**src/rtl/rgb2hsv_pkg.sv**
```systemverilog
// Types and constants shared by the RGB to HSV converter modules.
`timescale 1ns / 1ps

package rgb2hsv_pkg;

	localparam int FRAC_BITS   = 16;
	localparam int QUO_W       = FRAC_BITS;
	localparam int DIV_W       = 11;
	localparam int SAT_NUM_W   = 8 + FRAC_BITS;
	localparam int QUEUE_DEPTH = 4;
	localparam int PTR_W       = $clog2(QUEUE_DEPTH);
	localparam int CNT_W       = PTR_W + 1;

	typedef struct packed {
		logic [7:0] red;
		logic [7:0] green;
		logic [7:0] blue;
		logic [7:0] alpha;
	} pixel_t;

	typedef struct packed {
		logic [FRAC_BITS-1:0] hue;
		logic [FRAC_BITS-1:0] saturation;
		logic [7:0]           brightness;
		logic [7:0]           alpha_out;
	} hsv_t;

	typedef struct packed {
		logic [DIV_W-1:0]     hue_num;
		logic [DIV_W-1:0]     hue_den;
		logic [SAT_NUM_W-1:0] sat_num;
		logic [7:0]           sat_den;
		logic [7:0]           brightness;
		logic [7:0]           alpha;
	} work_t;

	typedef enum logic [1:0] {
		SECT_RED,
		SECT_GREEN,
		SECT_BLUE
	} sector_t;

endpackage

```
**src/rtl/rgb2hsv_queue.sv**
```systemverilog
// Short queue that parts the classifying front end from the divider back end.
`timescale 1ns / 1ps

module rgb2hsv_queue
	import rgb2hsv_pkg::*;
(
	input  logic  clk,
	input  logic  arst_n,
	input  logic  push,
	input  work_t wdata,
	output logic  full,
	input  logic  pop,
	output work_t rdata,
	output logic  empty
);

	work_t            mem_q [QUEUE_DEPTH];
	logic [PTR_W-1:0] wr_ptr_q;
	logic [PTR_W-1:0] rd_ptr_q;
	logic [CNT_W-1:0] count_q;
	logic             do_push;
	logic             do_pop;

	assign full    = (count_q == CNT_W'(QUEUE_DEPTH));
	assign empty   = (count_q == '0);
	assign do_push = push && !full;
	assign do_pop  = pop && !empty;
	assign rdata   = mem_q[rd_ptr_q];

	always_ff @(posedge clk) begin
		if (do_push) begin
			mem_q[wr_ptr_q] <= wdata;
		end
	end

	always_ff @(posedge clk or negedge arst_n) begin
		if (!arst_n) begin
			wr_ptr_q <= '0;
			rd_ptr_q <= '0;
			count_q  <= '0;
		end else begin
			if (do_push) begin
				wr_ptr_q <= wr_ptr_q + 1'b1;
			end
			if (do_pop) begin
				rd_ptr_q <= rd_ptr_q + 1'b1;
			end
			if (do_push && !do_pop) begin
				count_q <= count_q + 1'b1;
			end else if (do_pop && !do_push) begin
				count_q <= count_q - 1'b1;
			end
		end
	end

endmodule

```
**src/rtl/rgb2hsv_div.sv**
```systemverilog
// Pipelined restoring divider that retires one quotient bit per stage.
`timescale 1ns / 1ps

module rgb2hsv_div
	import rgb2hsv_pkg::*;
(
	input  logic             clk,
	input  logic [DIV_W-1:0] num_hi,
	input  logic [QUO_W-1:0] num_lo,
	input  logic [DIV_W-1:0] den,
	output logic [QUO_W-1:0] quo
);

	// The upper part of the dividend is always below the divisor, so the
	// quotient fits in QUO_W bits and each partial remainder fits in DIV_W bits.
	logic [DIV_W-1:0] rem_s [QUO_W];
	logic [QUO_W-1:0] acc_s [QUO_W];
	logic [DIV_W-1:0] den_s [QUO_W];

	for (genvar k = 0; k < QUO_W; k++) begin : gen_step
		logic [DIV_W-1:0] rem_in;
		logic [QUO_W-1:0] acc_in;
		logic [DIV_W-1:0] den_in;
		logic [DIV_W:0]   trial;

		if (k == 0) begin : gen_first
			assign rem_in = num_hi;
			assign acc_in = num_lo;
			assign den_in = den;
		end else begin : gen_next
			assign rem_in = rem_s[k-1];
			assign acc_in = acc_s[k-1];
			assign den_in = den_s[k-1];
		end

		assign trial = {rem_in, acc_in[QUO_W-1]};

		always_ff @(posedge clk) begin
			if (trial >= {1'b0, den_in}) begin
				rem_s[k] <= DIV_W'(trial - {1'b0, den_in});
				acc_s[k] <= {acc_in[QUO_W-2:0], 1'b1};
			end else begin
				rem_s[k] <= trial[DIV_W-1:0];
				acc_s[k] <= {acc_in[QUO_W-2:0], 1'b0};
			end
			den_s[k] <= den_in;
		end
	end

	assign quo = acc_s[QUO_W-1];

endmodule

```
**src/rtl/rgb2hsv_front.sv**
```systemverilog
// Front end: accepts pixels, finds the largest channel and forms the dividends.
`timescale 1ns / 1ps

module rgb2hsv_front
	import rgb2hsv_pkg::*;
(
	input  logic   clk,
	input  logic   arst_n,
	input  logic   start,
	input  pixel_t pixel,
	output logic   busy,
	output logic   push,
	output work_t  work,
	input  logic   full
);

	logic [7:0]       mx;
	logic [7:0]       mn;
	logic [7:0]       delta;
	logic [DIV_W-1:0] six_d;
	logic [DIV_W-1:0] num;
	sector_t          sector;
	work_t            work_d;
	work_t            work_s1;
	logic             valid_s1;
	logic             take;

	always_comb begin
		mx = pixel.red;
		if (pixel.green > mx) begin
			mx = pixel.green;
		end
		if (pixel.blue > mx) begin
			mx = pixel.blue;
		end
		mn = pixel.red;
		if (pixel.green < mn) begin
			mn = pixel.green;
		end
		if (pixel.blue < mn) begin
			mn = pixel.blue;
		end
		delta = mx - mn;
		six_d = DIV_W'({delta, 2'b00}) + DIV_W'({delta, 1'b0});

		if (mx == pixel.red) begin
			sector = SECT_RED;
		end else if (mx == pixel.green) begin
			sector = SECT_GREEN;
		end else begin
			sector = SECT_BLUE;
		end

		unique case (sector)
			SECT_RED: begin
				if (pixel.green >= pixel.blue) begin
					num = DIV_W'(pixel.green - pixel.blue);
				end else begin
					num = six_d - DIV_W'(pixel.blue - pixel.green);
				end
			end
			SECT_GREEN: begin
				num = DIV_W'({delta, 1'b0}) + DIV_W'(pixel.blue) - DIV_W'(pixel.red);
			end
			SECT_BLUE: begin
				num = DIV_W'({delta, 2'b00}) + DIV_W'(pixel.red) - DIV_W'(pixel.green);
			end
			default: begin
				num = '0;
			end
		endcase

		// A gray pixel divides zero by one, which gives a hue of zero.
		if (delta == '0) begin
			work_d.hue_num = '0;
			work_d.hue_den = DIV_W'(1);
		end else begin
			work_d.hue_num = num;
			work_d.hue_den = six_d;
		end
		work_d.sat_num    = {delta, {FRAC_BITS{1'b0}}} - SAT_NUM_W'(delta);
		work_d.sat_den    = (mx == '0) ? 8'd1 : mx;
		work_d.brightness = mx;
		work_d.alpha      = pixel.alpha;
	end

	assign busy = valid_s1 && full;
	assign take = start && !busy;
	assign push = valid_s1;
	assign work = work_s1;

	always_ff @(posedge clk) begin
		if (take) begin
			work_s1 <= work_d;
		end
	end

	always_ff @(posedge clk or negedge arst_n) begin
		if (!arst_n) begin
			valid_s1 <= 1'b0;
		end else begin
			valid_s1 <= take || (valid_s1 && full);
		end
	end

endmodule

```
**src/rtl/rgb2hsv_back.sv**
```systemverilog
// Back end: divides for hue and saturation and carries brightness and alpha alongside.
`timescale 1ns / 1ps

module rgb2hsv_back
	import rgb2hsv_pkg::*;
(
	input  logic  clk,
	input  logic  arst_n,
	input  logic  valid,
	input  work_t work,
	output logic  done,
	output hsv_t  hsv
);

	logic [QUO_W-1:0] vld_q;
	logic [7:0]       bright_s [QUO_W];
	logic [7:0]       alpha_s  [QUO_W];
	logic [QUO_W-1:0] hue_quo;
	logic [QUO_W-1:0] sat_quo;

	rgb2hsv_div u_hue_div (
		.clk    (clk),
		.num_hi (work.hue_num),
		.num_lo ('0),
		.den    (work.hue_den),
		.quo    (hue_quo)
	);

	rgb2hsv_div u_sat_div (
		.clk    (clk),
		.num_hi (DIV_W'(work.sat_num[SAT_NUM_W-1:FRAC_BITS])),
		.num_lo (work.sat_num[FRAC_BITS-1:0]),
		.den    (DIV_W'(work.sat_den)),
		.quo    (sat_quo)
	);

	always_ff @(posedge clk) begin
		bright_s[0] <= work.brightness;
		alpha_s[0]  <= work.alpha;
		for (int k = 1; k < QUO_W; k++) begin
			bright_s[k] <= bright_s[k-1];
			alpha_s[k]  <= alpha_s[k-1];
		end
	end

	always_ff @(posedge clk or negedge arst_n) begin
		if (!arst_n) begin
			vld_q <= '0;
		end else begin
			vld_q <= {vld_q[QUO_W-2:0], valid};
		end
	end

	assign done           = vld_q[QUO_W-1];
	assign hsv.hue        = hue_quo;
	assign hsv.saturation = sat_quo;
	assign hsv.brightness = bright_s[QUO_W-1];
	assign hsv.alpha_out  = alpha_s[QUO_W-1];

endmodule

```
**src/rtl/rgb_to_hsv_converter.sv**
```systemverilog
// Top level of the RGB to HSV converter: front end, queue and divider back end.
// A pixel taken at a clock edge passes through one front register, one queue
// stage and sixteen divider stages, then leaves with done high.
// Throughput is one pixel per clock while busy is low; the divider pipelines accept every cycle.
// Reset clears the valid flags and the queue; no pixel is in flight afterward.
`timescale 1ns / 1ps

module rgb_to_hsv_converter
	import rgb2hsv_pkg::*;
(
	input  logic   clk,
	input  logic   arst_n,
	input  logic   start,
	input  pixel_t pixel,
	output logic   busy,
	output logic   done,
	output hsv_t   hsv
);

	logic  push;
	logic  full;
	logic  empty;
	work_t front_work;
	work_t queue_work;

	rgb2hsv_front u_front (
		.clk    (clk),
		.arst_n (arst_n),
		.start  (start),
		.pixel  (pixel),
		.busy   (busy),
		.push   (push),
		.work   (front_work),
		.full   (full)
	);

	rgb2hsv_queue u_queue (
		.clk    (clk),
		.arst_n (arst_n),
		.push   (push),
		.wdata  (front_work),
		.full   (full),
		.pop    (!empty),
		.rdata  (queue_work),
		.empty  (empty)
	);

	rgb2hsv_back u_back (
		.clk    (clk),
		.arst_n (arst_n),
		.valid  (!empty),
		.work   (queue_work),
		.done   (done),
		.hsv    (hsv)
	);

endmodule

```
**config.mk**
```make
export PLATFORM = sky130hd
export DESIGN_NAME = rgb_to_hsv_converter
export DESIGN_NICKNAME = d
export VERILOG_FILES = /design/src/rtl/rgb2hsv_pkg.sv /design/src/rtl/rgb2hsv_queue.sv /design/src/rtl/rgb2hsv_div.sv /design/src/rtl/rgb2hsv_front.sv /design/src/rtl/rgb2hsv_back.sv /design/src/rtl/rgb_to_hsv_converter.sv
export SDC_FILE = /design/constraint.sdc
export NUM_CORES = 2
export LEC_CHECK = 0
export ABC_AREA = 0
export BUFFER_PORTS_ARGS = -buffer_cell sky130_fd_sc_hd__buf_2
export CELL_PAD_IN_SITES_DETAIL_PLACEMENT = 2
export CELL_PAD_IN_SITES_GLOBAL_PLACEMENT = 2
export CORE_MARGIN = 2
export CORE_UTILIZATION = 38
export DETAILED_ROUTE_END_ITERATION = 16
export PLACE_DENSITY_LB_ADDON = 0.1
export SETUP_SLACK_MARGIN = 0.1
export SYNTH_ARGS = -nofsm -noshare
export SYNTH_HDL_FRONTEND = slang
export SYNTH_HIERARCHICAL = 1
export SYNTH_SLANG_ARGS = --single-unit
export TNS_END_PERCENT = 100
```
**constraint.sdc**
```tcl
create_clock -name clk -period 10 [get_ports clk]
set_input_delay 0.5 -clock clk [delete_from_list [all_inputs] [get_ports clk]]
set_output_delay 0.5 -clock clk [all_outputs]
set_load 0.05 [all_outputs]
```
== Yosys cells after proc, flatten, opt, wreduce, memory -nomap -nowiden ==
Memory sizes are Yosys's and may differ from the RTL's.
Index checks and enable logic that the tools add are counted.

* Flip-flop bits (word level): 94
* Bits in writable memories: 1752
* Input port bits: 35
* Output and inout port bits: 50
* Word-level logic and storage cells: 359
* Memories: 9

{| class="wikitable"
|+ Memory list
! name !! depth !! bits a word !! read ports !! clocked after memory_dff !! wr ports !! line !! source
|-
| u_queue.mem_q || 4 || 70 || 1 || 0 || 1 || rgb2hsv_queue.sv:17 || <nowiki>work_t mem_q [QUEUE_DEPTH];</nowiki>
|-
| u_back.u_hue_div.acc_s || 16 || 16 || 16 || 0 || 16 || rgb2hsv_div.sv:17 || <nowiki>logic [QUO_W-1:0] acc_s [QUO_W];</nowiki>
|-
| u_back.u_sat_div.acc_s || 16 || 16 || 16 || 0 || 16 || rgb2hsv_div.sv:17 ||
|-
| u_back.u_hue_div.den_s || 16 || 11 || 15 || 0 || 16 || rgb2hsv_div.sv:18 || <nowiki>logic [DIV_W-1:0] den_s [QUO_W];</nowiki>
|-
| u_back.u_hue_div.rem_s || 16 || 11 || 15 || 0 || 16 || rgb2hsv_div.sv:16 || <nowiki>logic [DIV_W-1:0] rem_s [QUO_W];</nowiki>
|-
| u_back.u_sat_div.den_s || 16 || 11 || 15 || 0 || 16 || rgb2hsv_div.sv:18 ||
|-
| 3 more memories || - || - || - || - || - || - ||
|}

* $add $sub $neg: 46
* $lt $le $gt $ge: 37
* Equality and inequality tests: 5
* Muxes and demuxes: 172
* Bitwise operators: 64
* Reductions and logical operators: 15

{| class="wikitable"
|+ Operators by type and width
! cell !! number
|-
| two-way mux 16 bit || 32
|-
| >= comparator 12 x 11 -> 1 bit || 31
|-
| two-way mux 11 bit || 33
|-
| subtractor 11 bit || 32
|-
| two-way mux 1 bit || 98
|-
| bitwise OR 1 bit || 64
|-
| case mux 11 bit (3 select lines) || 1
|-
| two-way mux 8 bit || 4
|-
| subtractor 24 x 8 -> 24 bit || 1
|-
| subtractor 11 x 8 -> 11 bit || 2
|-
| subtractor 8 x 8 -> 9 bit || 2
|-
| equality test 8 bit || 2
|-
| greater-than comparator 8 bit || 2
|-
| logical NOT 8 bit || 2
|-
| less-than comparator 8 bit || 2
|-
| adder 10 x 8 -> 11 bit || 1
|-
| adder 10 x 9 -> 11 bit || 1
|-
| adder 9 x 8 -> 10 bit || 1
|-
| subtractor 9 x 8 -> 10 bit || 1
|-
| >= comparator 9 x 8 -> 1 bit || 1
|-
| >= comparator 8 bit || 1
|-
| subtractor 8 bit || 1
|-
| two-way mux 3 bit || 2
|-
| logical AND 1 bit || 5
|-
| other kinds (12) || 17
|}

== Logic depth before layout (Yosys ltp) ==
* Word-level depth: 9
* Gate-level depth with buffers: 42
* Gate-level depth less buffers: 41

== Cells and area by module ==
The synthesis kept the hierarchy.

{| class="wikitable"
|+ Modules (own cells, without submodules)
! module !! instances !! cells each !! area an instance (sq um) !! sequential area each (sq um)
|-
| rgb2hsv_div at u_back.u_hue_div || 1 || 2014 || 22298.9 || 11731.3
|-
| rgb2hsv_div at u_back.u_sat_div || 1 || 2061 || 21882.2 || 11731.3
|-
| rgb2hsv_queue || 1 || 402 || 10601.4 || 8583.2
|-
| rgb2hsv_front || 1 || 822 || 7657.3 || 2097.0
|-
| rgb2hsv_back || 1 || 289 || 5649.2 || 5525.3
|-
| rgb_to_hsv_converter || 1 || 1 || 3.8 || 0.0
|}

== Least setup slack after synthesis ==
No wires, ideal clock.

* Path kind: input to register
* From: input pixel[21] in the netlist's numbering
* To: register u_front.work_s1 (netlist bit u_front/work[69]), data pin
* Setup time: 0.268 ns
* Data arrival time: 7.826 ns
* Data required time: 9.732 ns
* Setup slack: 1.906 ns
* Stages: 37
* Buffers on the path: 1
* Cell sequence: inv_1 ha_1 a21oi_1 o21ai_4 o21ai_4 mux2i_4 inv_2 ha_1 a21o_1 a21oi_1 o21a_1 a21oi_1 a41o_1 a211oi_2 buf_2 a21oi_1 nor2_1 inv_2 ha_1 fa_1 a2111o_1 nand3_1 xor2_2 ha_1 a21oi_1 a21oi_1 mux2_1 a211oi_2 xnor2_1 ha_1 inv_1 o21bai_1 a21oi_1 xnor2_1 nand2b_1 o311ai_1 o32ai_1

* Cells in the longest elaborated chain, start to end: 9
* Elaborated cells on any way between the ends: 28
* Those cells by class: add/sub (9); order compare (5); eq/ne (4); mux (8); reduce/logical (2)

{| class="wikitable"
|+ Ends and longest elaborated chain
! item !! line !! source
|-
| from (decl) || rgb_to_hsv_converter.sv:14 || <nowiki>input pixel_t pixel,</nowiki>
|-
| greater-than comparator 8 bit || rgb2hsv_front.sv:30 || <nowiki>if (pixel.green > mx) begin</nowiki>
|-
| two-way mux 8 bit (*) || rgb2hsv_front.sv:30 ||
|-
| greater-than comparator 8 bit || rgb2hsv_front.sv:33 || <nowiki>if (pixel.blue > mx) begin</nowiki>
|-
| two-way mux 8 bit (*) || rgb2hsv_front.sv:33 ||
|-
| net u_front.mx[0] || rgb2hsv_front.sv:17 || <nowiki>logic [7:0] mx;</nowiki>
|-
| subtractor 8 bit or equality test 8 bit (tied branches) || rgb2hsv_front.sv:43, rgb2hsv_front.sv:48 ||
|-
| adder 10 x 9 -> 11 bit or two-way mux 2 bit (tied branches) || rgb2hsv_front.sv:44, rgb2hsv_front.sv:48 ||
|-
| subtractor 11 bit or two-way mux 2 bit (tied branches) || rgb2hsv_front.sv:59, rgb2hsv_front.sv:46 ||
|-
| two-way mux 11 bit, or another cell as far along || rgb2hsv_front.sv:56 || <nowiki>if (pixel.green >= pixel.blue) begin</nowiki>
|-
| case mux 11 bit (3 select lines) || rgb2hsv_front.sv:54 || <nowiki>unique case (sector)</nowiki>
|-
| to (signal assigned) || rgb2hsv_front.sv:94 || <nowiki>work_s1 <= work_d;</nowiki>
|-
| to (decl) || rgb2hsv_front.sv:24 || <nowiki>work_t work_s1;</nowiki>
|}

The timed path passes the listed nets; every way through them passes the cells marked *.
A chain may end at the register's enable or synchronous reset.

== Worst setup path in the final report ==
* From: input pixel[17] in the netlist's numbering
* To: register u_front.work_s1 (netlist bit u_front/work[69]), data pin

Same word-level chain as after synthesis.

==> results.md <==
- Run status: finished, final reports clean
- Vias: 40,773
- CTS buffer count: 189
- Starting Density: 38.2%
- WL final: 153,000 µm
- Cts repair resizes: 0
- Reg-to-reg setup timing slack: 5.34 ns
- Hold Path Class: input pin to async pin
- Top cell by count, worst path: ha_1
- Worst Reg-to-Reg Cells: 9
- Vias in the first global route: 45,764
- Synth Area in XOR/XNOR: 3.60%
- Fraction of the cycle the final worst path needs: 86.1%
- Sequential area share after synthesis: 58.3%
- Avg Inst Size Synth: 12.2 µm²
- Worst r2r dst: u_back/u_sat_div/rem_s[0][7]$_DFF_P_
- Achievable Freq: 116 MHz
- Via density per instance: 4.90
- Max Cap Violations: 0
- Worst Tran Pin Value: 1.18 ns
- Post-synthesis compound-gate area fraction: 10.2%
- Reg area: 39,700 µm²
- Hpwl dp: 111,000 µm
- Final setup viols: 0
- Initial antenna violation count: 0
- GR Overflow Total: 0
- EDFF count, synth: 349
- Most frequent cells in the layout: dfxtp_1 (1,428), inv_1 (543), ha_1 (449)
- # diodes: 0
- Post-DR wirelength/cell: 18.4 µm
- Clk sinks: 1,801
- Post-Syn Area: 68,100 µm²
- CP top delay family: compound AO/OA/AOI/OAI gates
- Die area: 183,000 µm²
- CTS max path bufs: 3
- Core Area: 178,000 µm²
- DR DRC count: 0
- Most common cell after layout, fill and taps aside: dfxtp_1
- H-tree depth: 4
- RSZ-0062 raised after global routing: false
- Clock slew seen by the registers of the worst setup and hold paths: 0.06 ns
- Kind of critical path: input pin to register
- WP data required: 10.64 ns
- Share of layout cells above drive strength 1: 13.7%
- Chip height: 427 µm
- Synth unique cells: 122
- Multi-input logic area: 25,500 µm²
- Crit-path max FO: 9
- Crit end category: register
- Worst EP arrival: 9.25 ns
- FFs w/ async S/R, synth: 1.33%
- Post-synthesis simple-gate area fraction: 6.87%
- Worst path max stage delay: 0.62 ns
- Root buf cell: clkbuf_16
- Min Tclk post-route: 8.61 ns
- Total number of yosys warnings: 6
- Worst path buffer plus inverter count: 5
- Largest family of logic cells by synthesized area: compound AO/OA/AOI/OAI gates
- Top_reg_cell synth: dfxtp_1
- Final Slew Violations: 0
- Pre-antenna DRT Iters: 4
- Critical path's slowest cell: xnor2_1
- Fin Setup TNS: 0 ns
- # IOs: 85
- Setup crit start kind: input pin
- Worst R2R Start: u_queue/rd_ptr_q[0]$_DFFE_PN0P_
- P&R area growth vs syn: 13.8%
- Die W: 427 µm
- Largest net degree at the start of global routing: 60
- Total global-route track usage: 16.9%
- DRT antenna net count: 0
- Adder-Cell Fraction of Synth Area: 9.76%
- First-pass GRT wire length: 247,000 µm
- Setup Skew: 0.0409 ns
- Latest clock arrival within the worst-skew pair: 0.82 ns
- Synth Instances: 5,589
- Flops & latches, synth: 1,801
- NumNets Final: 6,335
- GPL Wtd Cong: 0.879
- CTS tree: yes
- # fillers: 17,820
- Row Count: 155
- Post-synthesis mux area share: 6.86%
- Final count of hold timing violations: 0
- Slew headroom: 20.6%
- IO Port Bufs: 84
- Initial DRC Count: 1,197
[how the worst max path moves through the flow]
| stage | start | endpoint | slack (ns) | cells past startpoint |
|---|---|---|---|---|
| after floorplan | pixel[21] | u_front/work[69]$_SDFFCE_PN0P_ | 1.91 | 37 |
| after global placement | pixel[17] | u_front/work[69]$_SDFFCE_PN0P_ | 0.93 | 37 |
| after detailed placement | pixel[17] | u_front/work[69]$_SDFFCE_PN0P_ | 0.53 | 37 |
| after CTS | pixel[17] | u_front/work[69]$_SDFFCE_PN0P_ | 1.44 | 37 |
| after global routing | pixel[17] | u_front/work[69]$_SDFFCE_PN0P_ | 0.96 | 37 |
| final | pixel[17] | u_front/work[69]$_SDFFCE_PN0P_ | 1.39 | 37 |
[flip-flops by register name, indices dropped and copies added, names as in the netlist, 3 cells and up]
name	flops
u_back/u_hue_div/rem_s	165
u_back/u_sat_div/den_s	165
u_back/u_sat_div/rem_s	165
u_back/u_sat_div/acc_s	256
u_queue/count_q	3
u_queue/mem_q	280
u_back/vld_q	16
u_back/u_hue_div/acc_s	256
u_back/u_hue_div/den_s	165
u_back/alpha_s	128
u_back/bright_s	128
u_front/work	69
[kinds of logic after synthesis]
group,count (synthesis)
XOR/XNOR,274
multiplexers,319
adder cells (fa/ha/maj),501
other,1
AO/OA/AOI/OAI,1037
flip-flops,1801
AND/OR/NAND/NOR,971
buffers and inverters,685
[cells in the mapped netlist, drive strengths merged (55+ instances only)]
library cell | number | area share [%]
a21o | 78 | 0.86
a21oi | 365 | 2.8
buf | 104 | 1.2
dfxtp | 1428 | 42
edfxtp | 349 | 15
ha | 449 | 8.3
inv | 552 | 3.0
mux2 | 192 | 3.7
mux2i | 57 | 0.86
mux4 | 70 | 2.3
nand2 | 237 | 1.3
nor2 | 349 | 1.9
nor2b | 55 | 0.52
o21ai | 198 | 1.6
xnor2 | 196 | 2.5
xor2 | 76 | 0.99
[through the flow]
| step | setup slack [ns] | hold slack (ns) | cells | utilization (%) | area [µm²] |
|---|---|---|---|---|---|
| final | 1.39 | 0.210 | 8319 | 43.5 | 77500 |
| after global placement | 0.935 | 0.310 | 7954 | 39.8 | 70900 |
| after floorplan | 1.91 | 0.204 | 5616 | - | 68200 |
| after global routing | 0.959 | 0.199 | 8319 | 43.5 | 77500 |
| after CTS | 1.44 | 0.166 | 8319 | 43.5 | 77500 |
| after detailed placement | 0.534 | 0.313 | 7954 | 39.8 | 70900 |
[what timing repair did]
| action | in CTS | in global routing |
|---|---|---|
| setup buffers | 0 | 0 |
| hold endpoints to repair | 33 | 0 |
| hold buffers | 10 | 0 |
[layout make-up]
class / count / share of cell area [%]
clock buffer: 279 / 7.20
clock inverter: 76 / 1.22
inverter: 552 / 2.67
multi-input combinational: 3130 / 32.9
sequential: 1801 / 51.2
tap: 2355 / 3.80
timing repair buffer: 126 / 0.997
[metal layers]
metal,share of wire (%),vias to the layer above,GRT usage [%]
met2,51,436,31.1
met4,3.2,0,6.19
met1,43,20255,19.8
met5,0,-,0
met3,2.4,278,2.52
li1,-,19804,-
Power is not shown: default switching activity piles up to over one toggle a cycle in this logic, so the estimate is an artifact.
